===== config.mk =====
export PLATFORM = sky130hd
export DESIGN_NAME = sliding_window_median_filter_flat
export DESIGN_NICKNAME = d
export VERILOG_FILES = /design/src/sv/swm_pkg.sv /design/src/sv/swm_if.sv /design/src/sv/sliding_window_median_filter.sv /design/src/sv/swm_ctrl.sv /design/src/sv/swm_dp.sv /design/src/flat_wrapper.sv
export VERILOG_INCLUDE_DIRS = /design/src /design/src/sv
export SDC_FILE = /design/constraint.sdc
export NUM_CORES = 1
export LEC_CHECK = 0
export ABC_AREA = 0
export BUFFER_PORTS_ARGS = -buffer_cell sky130_fd_sc_hd__buf_2
export CAP_MARGIN = 10
export CORE_ASPECT_RATIO = 1.5
export CORE_MARGIN = 2
export CORE_UTILIZATION = 40
export CTS_BUF_LIST = sky130_fd_sc_hd__clkbuf_16
export CTS_CLUSTER_DIAMETER = 120
export DETAILED_ROUTE_END_ITERATION = 7
export PLACE_DENSITY = 0.59
export SLEW_MARGIN = 30
export SYNTH_ARGS = -nofsm -noshare
export SYNTH_HDL_FRONTEND = slang
export SYNTH_HIERARCHICAL = 1
export SYNTH_SLANG_ARGS = --single-unit

===== constraint.sdc =====
create_clock -name clk -period 19.6 [get_ports clk]
set_input_delay 3.92 -clock clk [delete_from_list [all_inputs] [get_ports clk]]
set_output_delay 3.92 -clock clk [all_outputs]
set_load 0.02 [all_outputs]

===== src/sv/assert_macros.svh =====
// assertion macros shared by the median filter sources
`ifndef ASSERT_MACROS_SVH
`define ASSERT_MACROS_SVH

// same-cycle implication, disabled while reset is asserted
`define SWM_ASSERT_IMP(lbl, clk_s, rstn_s, ante, cons) \
  lbl: assert property (@(posedge clk_s) disable iff (!rstn_s) (ante) |-> (cons)) \
    else $error("median filter check failed");

// next-cycle implication, disabled while reset is asserted
`define SWM_ASSERT_NXT(lbl, clk_s, rstn_s, ante, cons) \
  lbl: assert property (@(posedge clk_s) disable iff (!rstn_s) (ante) |=> (cons)) \
    else $error("median filter check failed");

`endif


===== src/sv/swm_pkg.sv =====
// package: widths, constants and control types of the median filter
`timescale 1ns / 1ps
package swm_pkg;

  localparam int WINDOW = 20;
  localparam int DATA_W = 16;
  localparam int IDX_W  = (WINDOW > 1) ? $clog2(WINDOW) : 1;
  localparam int CNT_W  = $clog2(WINDOW + 1);

  // ranks of the lower and upper middle entries, equal for an odd window
  localparam logic [CNT_W-1:0] RANK_LO = CNT_W'((WINDOW - 1) / 2);
  localparam logic [CNT_W-1:0] RANK_HI = CNT_W'(WINDOW / 2);
  localparam logic [IDX_W-1:0] LAST_IDX = IDX_W'(WINDOW - 1);

  typedef enum logic [1:0] {
    ST_IDLE,
    ST_SCAN,
    ST_FINISH
  } swm_state_t;

  typedef struct packed {
    logic write;
    logic scan_step;
    logic load_out;
  } swm_cmd_t;

  typedef struct packed {
    logic scan_last;
    logic out_free;
  } swm_sts_t;

endpackage


===== src/sv/swm_if.sv =====
// valid/ready channel interfaces for samples and medians
`timescale 1ns / 1ps
interface swm_in_if import swm_pkg::*; ();
  logic              valid;
  logic              ready;
  logic [DATA_W-1:0] sample;

  modport source (output valid, output sample, input ready);
  modport sink   (input valid, input sample, output ready);
endinterface

interface swm_out_if import swm_pkg::*; ();
  logic              valid;
  logic              ready;
  logic [DATA_W-1:0] median;

  modport source (output valid, output median, input ready);
  modport sink   (input valid, input median, output ready);
endinterface


===== src/sv/sliding_window_median_filter.sv =====
// top level: sliding-window median filter over unsigned Q8.8 samples
//
//   channel  dir  payload           width  role
//   in_ch    in   sample            16     one force sample per transfer
//   out_ch   out  median            16     median of the window after the write
//
// each sample is written into the window, then the rank scan walks the store
// entry by entry, then the result is loaded into the output register.
// reset (rst_n low, synchronous) clears the window, the pointer and all handshakes.
// a new sample is taken while the previous result still waits in the output register;
// the block stalls only when a second result is ready and the first is not taken.
`timescale 1ns / 1ps
`include "assert_macros.svh"
module sliding_window_median_filter import swm_pkg::*; (
  input logic      clk,
  input logic      rst_n,
  swm_in_if.sink   in_ch,
  swm_out_if.source out_ch
);

  swm_cmd_t cmd;
  swm_sts_t sts;

  swm_ctrl u_ctrl (
    .clk      (clk),
    .rst_n    (rst_n),
    .in_valid (in_ch.valid),
    .in_ready (in_ch.ready),
    .sts      (sts),
    .cmd      (cmd)
  );

  swm_dp u_dp (
    .clk        (clk),
    .rst_n      (rst_n),
    .cmd        (cmd),
    .sts        (sts),
    .in_sample  (in_ch.sample),
    .out_ready  (out_ch.ready),
    .out_valid  (out_ch.valid),
    .out_median (out_ch.median)
  );

  `SWM_ASSERT_NXT(a_busy_after_write, clk, rst_n, in_ch.valid && in_ch.ready, !in_ch.ready)
  `SWM_ASSERT_IMP(a_write_not_in_scan, clk, rst_n, cmd.write, !cmd.scan_step && !cmd.load_out)
  `SWM_ASSERT_IMP(a_load_when_free, clk, rst_n, cmd.load_out, !out_ch.valid || out_ch.ready)
  `SWM_ASSERT_NXT(a_load_shows_result, clk, rst_n, cmd.load_out, out_ch.valid)

endmodule


===== src/sv/swm_ctrl.sv =====
// controller: sequences write, rank scan and result load
`timescale 1ns / 1ps
module swm_ctrl import swm_pkg::*; (
  input  logic     clk,
  input  logic     rst_n,
  input  logic     in_valid,
  output logic     in_ready,
  input  swm_sts_t sts,
  output swm_cmd_t cmd
);

  swm_state_t state_r, state_nxt;

  always_ff @(posedge clk) begin
    if (!rst_n) begin
      state_r <= ST_IDLE;
    end else begin
      state_r <= state_nxt;
    end
  end

  always_comb begin
    state_nxt     = state_r;
    cmd           = '0;
    in_ready      = 1'b0;
    case (state_r)
      ST_IDLE: begin
        in_ready = rst_n;
        if (in_valid && rst_n) begin
          cmd.write = 1'b1;
          state_nxt = ST_SCAN;
        end
      end
      ST_SCAN: begin
        cmd.scan_step = 1'b1;
        if (sts.scan_last) begin
          state_nxt = ST_FINISH;
        end
      end
      ST_FINISH: begin
        // wait here while the previous result is still unclaimed
        if (sts.out_free) begin
          cmd.load_out = 1'b1;
          state_nxt    = ST_IDLE;
        end
      end
      default: begin
        state_nxt = ST_IDLE;
      end
    endcase
  end

endmodule


===== src/sv/swm_dp.sv =====
// datapath: circular window, rank scan over entries, output register
`timescale 1ns / 1ps
module swm_dp import swm_pkg::*; (
  input  logic              clk,
  input  logic              rst_n,
  input  swm_cmd_t          cmd,
  output swm_sts_t          sts,
  input  logic [DATA_W-1:0] in_sample,
  input  logic              out_ready,
  output logic              out_valid,
  output logic [DATA_W-1:0] out_median
);

  logic [DATA_W-1:0] win_r [WINDOW];
  logic [IDX_W-1:0]  wp_r;
  logic [IDX_W-1:0]  idx_r;
  logic [DATA_W-1:0] lo_r, lo_nxt;
  logic [DATA_W-1:0] hi_r, hi_nxt;
  logic              out_valid_r;
  logic [DATA_W-1:0] out_median_r;

  logic [DATA_W-1:0] cand;
  logic [WINDOW-1:0] lt_mask, le_mask;
  logic [CNT_W-1:0]  lt_cnt, le_cnt;
  logic [DATA_W:0]   mid_sum;

  // window store and write pointer
  always_ff @(posedge clk) begin
    if (!rst_n) begin
      for (int k = 0; k < WINDOW; k++) begin
        win_r[k] <= '0;
      end
      wp_r <= '0;
    end else if (cmd.write) begin
      win_r[wp_r] <= in_sample;
      wp_r        <= (wp_r == LAST_IDX) ? '0 : wp_r + 1'b1;
    end
  end

  // rank of the candidate entry against the whole window
  always_comb begin
    cand = win_r[idx_r];
    for (int k = 0; k < WINDOW; k++) begin
      lt_mask[k] = win_r[k] <  cand;
      le_mask[k] = win_r[k] <= cand;
    end
    lt_cnt = CNT_W'($countones(lt_mask));
    le_cnt = CNT_W'($countones(le_mask));
    lo_nxt = lo_r;
    hi_nxt = hi_r;
    // the candidate holds sorted positions lt_cnt .. le_cnt-1
    if (lt_cnt <= RANK_LO && RANK_LO < le_cnt) begin
      lo_nxt = cand;
    end
    if (lt_cnt <= RANK_HI && RANK_HI < le_cnt) begin
      hi_nxt = cand;
    end
  end

  always_ff @(posedge clk) begin
    if (!rst_n) begin
      idx_r <= '0;
    end else if (cmd.write) begin
      idx_r <= '0;
    end else if (cmd.scan_step) begin
      idx_r <= (idx_r == LAST_IDX) ? '0 : idx_r + 1'b1;
    end
  end

  always_ff @(posedge clk) begin
    if (cmd.scan_step) begin
      lo_r <= lo_nxt;
      hi_r <= hi_nxt;
    end
  end

  assign mid_sum = {1'b0, lo_r} + {1'b0, hi_r};

  // output register, freed by a transfer on the result side
  always_ff @(posedge clk) begin
    if (!rst_n) begin
      out_valid_r <= 1'b0;
    end else if (cmd.load_out) begin
      out_valid_r <= 1'b1;
    end else if (out_ready) begin
      out_valid_r <= 1'b0;
    end
  end

  always_ff @(posedge clk) begin
    if (cmd.load_out) begin
      out_median_r <= mid_sum[DATA_W:1];
    end
  end

  assign sts.scan_last = (idx_r == LAST_IDX);
  assign sts.out_free  = !out_valid_r || out_ready;
  assign out_valid     = out_valid_r;
  assign out_median    = out_median_r;

endmodule

===== src/flat_wrapper.sv =====
// flat-port wrapper written by rule: the top's interface ports become plain ports
module sliding_window_median_filter_flat import swm_pkg::*;
  (clk, rst_n, in_ch_valid, in_ch_sample, in_ch_ready, out_ch_valid, out_ch_median, out_ch_ready);
  swm_in_if in_ch_i ();
  swm_out_if out_ch_i ();
  input logic clk;
  input logic rst_n;
  input wire logic [$bits(in_ch_i.valid)-1:0] in_ch_valid;
  input wire logic [$bits(in_ch_i.sample)-1:0] in_ch_sample;
  output wire logic [$bits(in_ch_i.ready)-1:0] in_ch_ready;
  output wire logic [$bits(out_ch_i.valid)-1:0] out_ch_valid;
  output wire logic [$bits(out_ch_i.median)-1:0] out_ch_median;
  input wire logic [$bits(out_ch_i.ready)-1:0] out_ch_ready;
  assign in_ch_i.valid = in_ch_valid;
  assign in_ch_i.sample = in_ch_sample;
  assign in_ch_ready = in_ch_i.ready;
  assign out_ch_valid = out_ch_i.valid;
  assign out_ch_median = out_ch_i.median;
  assign out_ch_i.ready = out_ch_ready;
  sliding_window_median_filter u_core (.clk(clk), .rst_n(rst_n), .in_ch(in_ch_i), .out_ch(out_ch_i));
endmodule

Word level (Yosys, flattened, before mapping)
Memory sizes are Yosys's and may differ from the RTL's. A register that Yosys moved wholly into a read port is not among the register bits.
Cells that the tools add are included.
W data, S select, Z words.
{"block": "totals", "mem_bits_rw": 320, "mem_count": 1, "regBits": 61, "elab_cells": 136}
{"block": "op_classes", "n_eq_ne": 7, "n_reduce_logical": 12, "muxes": 23, "n_bitwise": 1, "order_cmp": 44, "addsub": 41}
{"memory": "u_core.u_dp.win_r", "words": 20, "width": 16, "read_ports": 21, "rd_ports_with_merged_regs": 1, "wr": 20, "line": "swm_dp.sv:14", "source": "logic [DATA_W-1:0] win_r [WINDOW];"}
{"operator": "$le A16 B16 Y1", "n": 20}
{"operator": "$lt A16 B16 Y1", "n": 20}
{"operator": "$add A1 B1 Y2", "n": 20}
{"operator": "$add A2 B2 Y3", "n": 10}
{"operator": "$mux W5", "n": 5}
{"operator": "$add A16 B16 Y17", "n": 1}
{"operator": "$add A3 B3 Y4", "n": 4}
{"operator": "$mux W16", "n": 1}
{"operator": "$reduce_or A16 Y1", "n": 1}
{"operator": "$mux W1", "n": 13}
{"operator": "$add A4 B4 Y5", "n": 2}
{"operator": "$add A5 B1 Y5 const B", "n": 2}
{"operator": "$add A5 B3 Y5", "n": 2}
{"operator": "$eq A5 B5 Y1 const B", "n": 2}
{"operator": "$le A5 B4 Y1 const B", "n": 2}
{"operator": "$lt A4 B5 Y1 const A", "n": 2}
{"operator": "$mux W2", "n": 3}
{"operator": "$pmux W2 S3", "n": 1}
{"operator": "$ne A2 B1 Y1 const B", "n": 2}
{"operator": "$reduce_and A2 Y1", "n": 2}
{"operator": "$logic_and A1 B1 Y1", "n": 3}
{"operator": "$reduce_and A3 Y1", "n": 1}
{"operator": "$eq A2 B1 Y1 const B", "n": 1}
{"operator": "$eq A2 B2 Y1 const B", "n": 1}
{"operator": "7 further kinds", "n": 7}

Logic depth before layout (Yosys ltp)
An unclocked memory read counts as a cell.
{"block": "logic_depth", "depth_word": 10, "ltp_mapped": 29}

Hierarchy
The synthesis kept the hierarchy.
{"mod": "swm_dp", "cells_per_inst": 2344, "instances": 1, "area_per_inst_um2": 32688.9}
{"mod": "swm_ctrl", "cells_per_inst": 13, "instances": 1, "area_per_inst_um2": 112.6}

Worst setup path before layout
Ideal clock, no wire load.
{"block": "synth_path", "kind": "register -> register", "startpoint": "register with a tool-made name", "endpoint": "register u_core.u_dp.hi_r[0] (enable)", "arrival_ns": 9.626, "synth_period_minus_slack_ns": 10.040, "stages_incl_launch_ff": 28, "path_buffers": 2, "slack_ns": 9.560, "path_cell_list": "dfxtp_1 clkbuf_1 clkbuf_1 mux4_2 mux4_2 mux2i_1 ha_1 nor2b_1 o2111a_1 o31ai_1 a21oi_1 a2111oi_0 nor2_1 fa_1 inv_1 fa_1 fa_1 inv_1 fa_1 fa_1 inv_1 ha_1 fa_1 xor2_1 nor2_1 o21ai_0 nand4b_1 a211oi_1"}
{"element": "end signal, assigned", "line": "swm_dp.sv:73", "source": "hi_r <= hi_nxt;"}
{"element": "end, declared", "line": "swm_dp.sv:18", "source": "logic [DATA_W-1:0] hi_r, hi_nxt;"}

==> run metrics <==
# setup viols final 0; Final min period 10.63 ns; overall power 4.08 mW; critical path required time 19.93 ns; Core Region 81,200 µm²; DIE WIDTH 238 µm; initial drt markers 1,632; Leakage 14.0 nW; fin nets 2,818; vias in the first global route 21,900; Post-Synthesis Cells 2,357; Worst Clk Skew 0.0206 ns; Max VDD drop 178 µV; row count 128; syn avg cell area 13.9 µm²; synthesized flop and latch total 578; Die Height 355 µm; Detail Route Antenna Nets 0; Via density 5.92; most area-consuming cells after synthesis edfxtp_1, ha_1, mux4_2, and2_1, fa_1; endpoint class of the critical path register; total CTS buffers 56; Worst-path clk slew 0.07 ns; Initial Util 40.4%; crit path DAT 10.95 ns; Fmax achieved 0.0941 GHz; Setup CP Type reg -> reg; largest net degree at the start of global routing 98; detailed-route wire length 103,000 µm; Fin. Hold Viols 0; max_cap viols 0; Post-Syn Nets 2,760; CP peak stage delay 0.87 ns; Placer Congestion 0.949; initial antenna violation count 5; P per Cell Area 111 nW/µm²; first-pass GRT wire length 149,000 µm; Psw 1.35 mW; WP buf/inv 7; setup bufs post-CTS 0; drt first pass iters 5; switch share 33.0%; Synth Cell Area 32,800 µm²; Place WS 9.08 ns; sequential fraction of design power 37.3%; layout cells sized above 1 16.3%; fin area 36,600 µm²; TNS Setup 0 ns; worst skew pair latency 0.64 ns; Async S/R FF share, synth 0%; final worst setup slack 8.97 ns; CP Max Fanout 52; Final Cycle Share 54.2%; total number of vias 20,700; hold buffers post-CTS 0; clock buffer depth 3; hold_ws 0.541 ns; number of I/O port buffers 37; Die ar. 84,400 µm²; power share of the combinational group 33.7%; element type at the critical path start register; Slew HR 35.0%; Worst-Margin Slew 0.973 ns; largest area contributor in the netlist edfxtp_1; hpwl dp 74,400 µm; DP Area 34,600 µm²; Clock Power Share 28.9%; Final Slew Violations 0; number of synthesized flops with an enable pin 560; slowest stage cell, crit path a2111oi_1; crit-path leading delay family adder cells; Synth top area share 51.3%; utilization after layout 45.1%; Remaining DRCs 0; fin cells 3,505; ys flop type edfxtp_1; Post-synth top cells edfxtp_1, ha_1, and2_1; Syn. warnings 6; GRT Total Usage 24.6%; placed cells 3,397; internal power 2.73 mW; clock sinks 578; RSZ-0062 raised after global routing false; Area growth syn-to-layout 11.7%; register area share after synthesis 52.4%; total grt overflow 0; Synth cell types 63; drt wl/cell 29.3 µm; worst hold path class reg -> reg; CTS resizes 0; Root Buffer clkbuf_16; # IOs 38; count leader, synth edfxtp_1; CTS tree done; H-tree Lvls 2; status finished clean
placed cells by master (no fill, tap or decap), types with 15 or more instances in the layout:
cell / instances
ha_1: 354
nor2_1: 79
and2_1: 324
nand3_1: 43
a21o_1: 61
nand2_1: 45
o21ai_0: 60
nand4_1: 35
mux4_2: 160
nor2b_1: 38
mux2i_4: 15
and3_1: 15
edfxtp_1: 560
o21ai_1: 20
fa_1: 29
buf_2: 37
clkbuf_16: 61
nand2b_1: 20
inv_1: 97
buf_4: 67
a21oi_1: 111
o21a_1: 24
metal layers:
metal / vias up / part of all wire (%) / global-route usage [%]
met5: - / 0.014 / 0
met3: 249 / 5.2 / 3.19
met2: 693 / 52 / 44.8
met4: 2 / 7.3 / 15.6
met1: 10700 / 35 / 26.9
li1: 9101 / - / -
area by class of cell:
type / count / area (µm²)
fillers: 7048 / 44600
flip-flops and latches: 578 / 17200
multi-input cells: 1583 / 15100
clock buffers: 61 / 1530
well taps: 1040 / 1300
repair buffers: 105 / 708
clock inverters: 42 / 459
inverters: 91 / 342
diodes: 5 / 12.5
state kept, by name (all words and copies together) (netlist names), named ones only:
register / cells
u_core/u_ctrl/state_r: 2
u_core/u_dp/hi_r: 16
u_core/u_dp/idx_r: 5
u_core/u_dp/lo_r: 16
u_core/u_dp/out_median: 16
u_core/u_dp/out_valid: 1
u_core/u_dp/win_r: 512
u_core/u_dp/wp_r: 5
final timing paths:
| check | start | end | slack (ns) | depth (start not counted) |
|---|---|---|---|---|
| max reg2reg | register | u_core/u_dp/hi_r[12] | 8.97 | 28 |
| min | u_core/u_dp/out_valid | u_core/u_dp/out_valid | 0.54 | 2 |
| max | register | u_core/u_dp/hi_r[12] | 8.97 | 28 |
| min reg2reg | u_core/u_dp/out_valid | u_core/u_dp/out_valid | 0.54 | 2 |
power groups by stage:
stage	logic [mW]	registers [mW]	clock network, mW
floorplan	0.969	1.54	0
global placement	1.32	1.55	0
detailed placement	1.36	1.55	0
CTS	1.37	1.52	1.20
global route	1.53	1.53	1.24
finish	1.38	1.52	1.18
tightest hold or removal path, stage by stage (launching register included):
cell and delay, ns:
dfxtp_1 0.31, nand2b_1 0.10, a21boi_0 0.08
cell families after synthesis:
| logic type | synth area share (%) |
|---|---|
| adders and majority gates | 15.3 |
| buffers and inverters | 2.33 |
| and+or+nand+nor | 11.5 |
| AOI/OAI and AO/OA | 6.39 |
| muxes | 11.6 |
| xor gates and xnor gates | 0.561 |
| DFF | 52.4 |
Power figures use the tool's default switching activity.
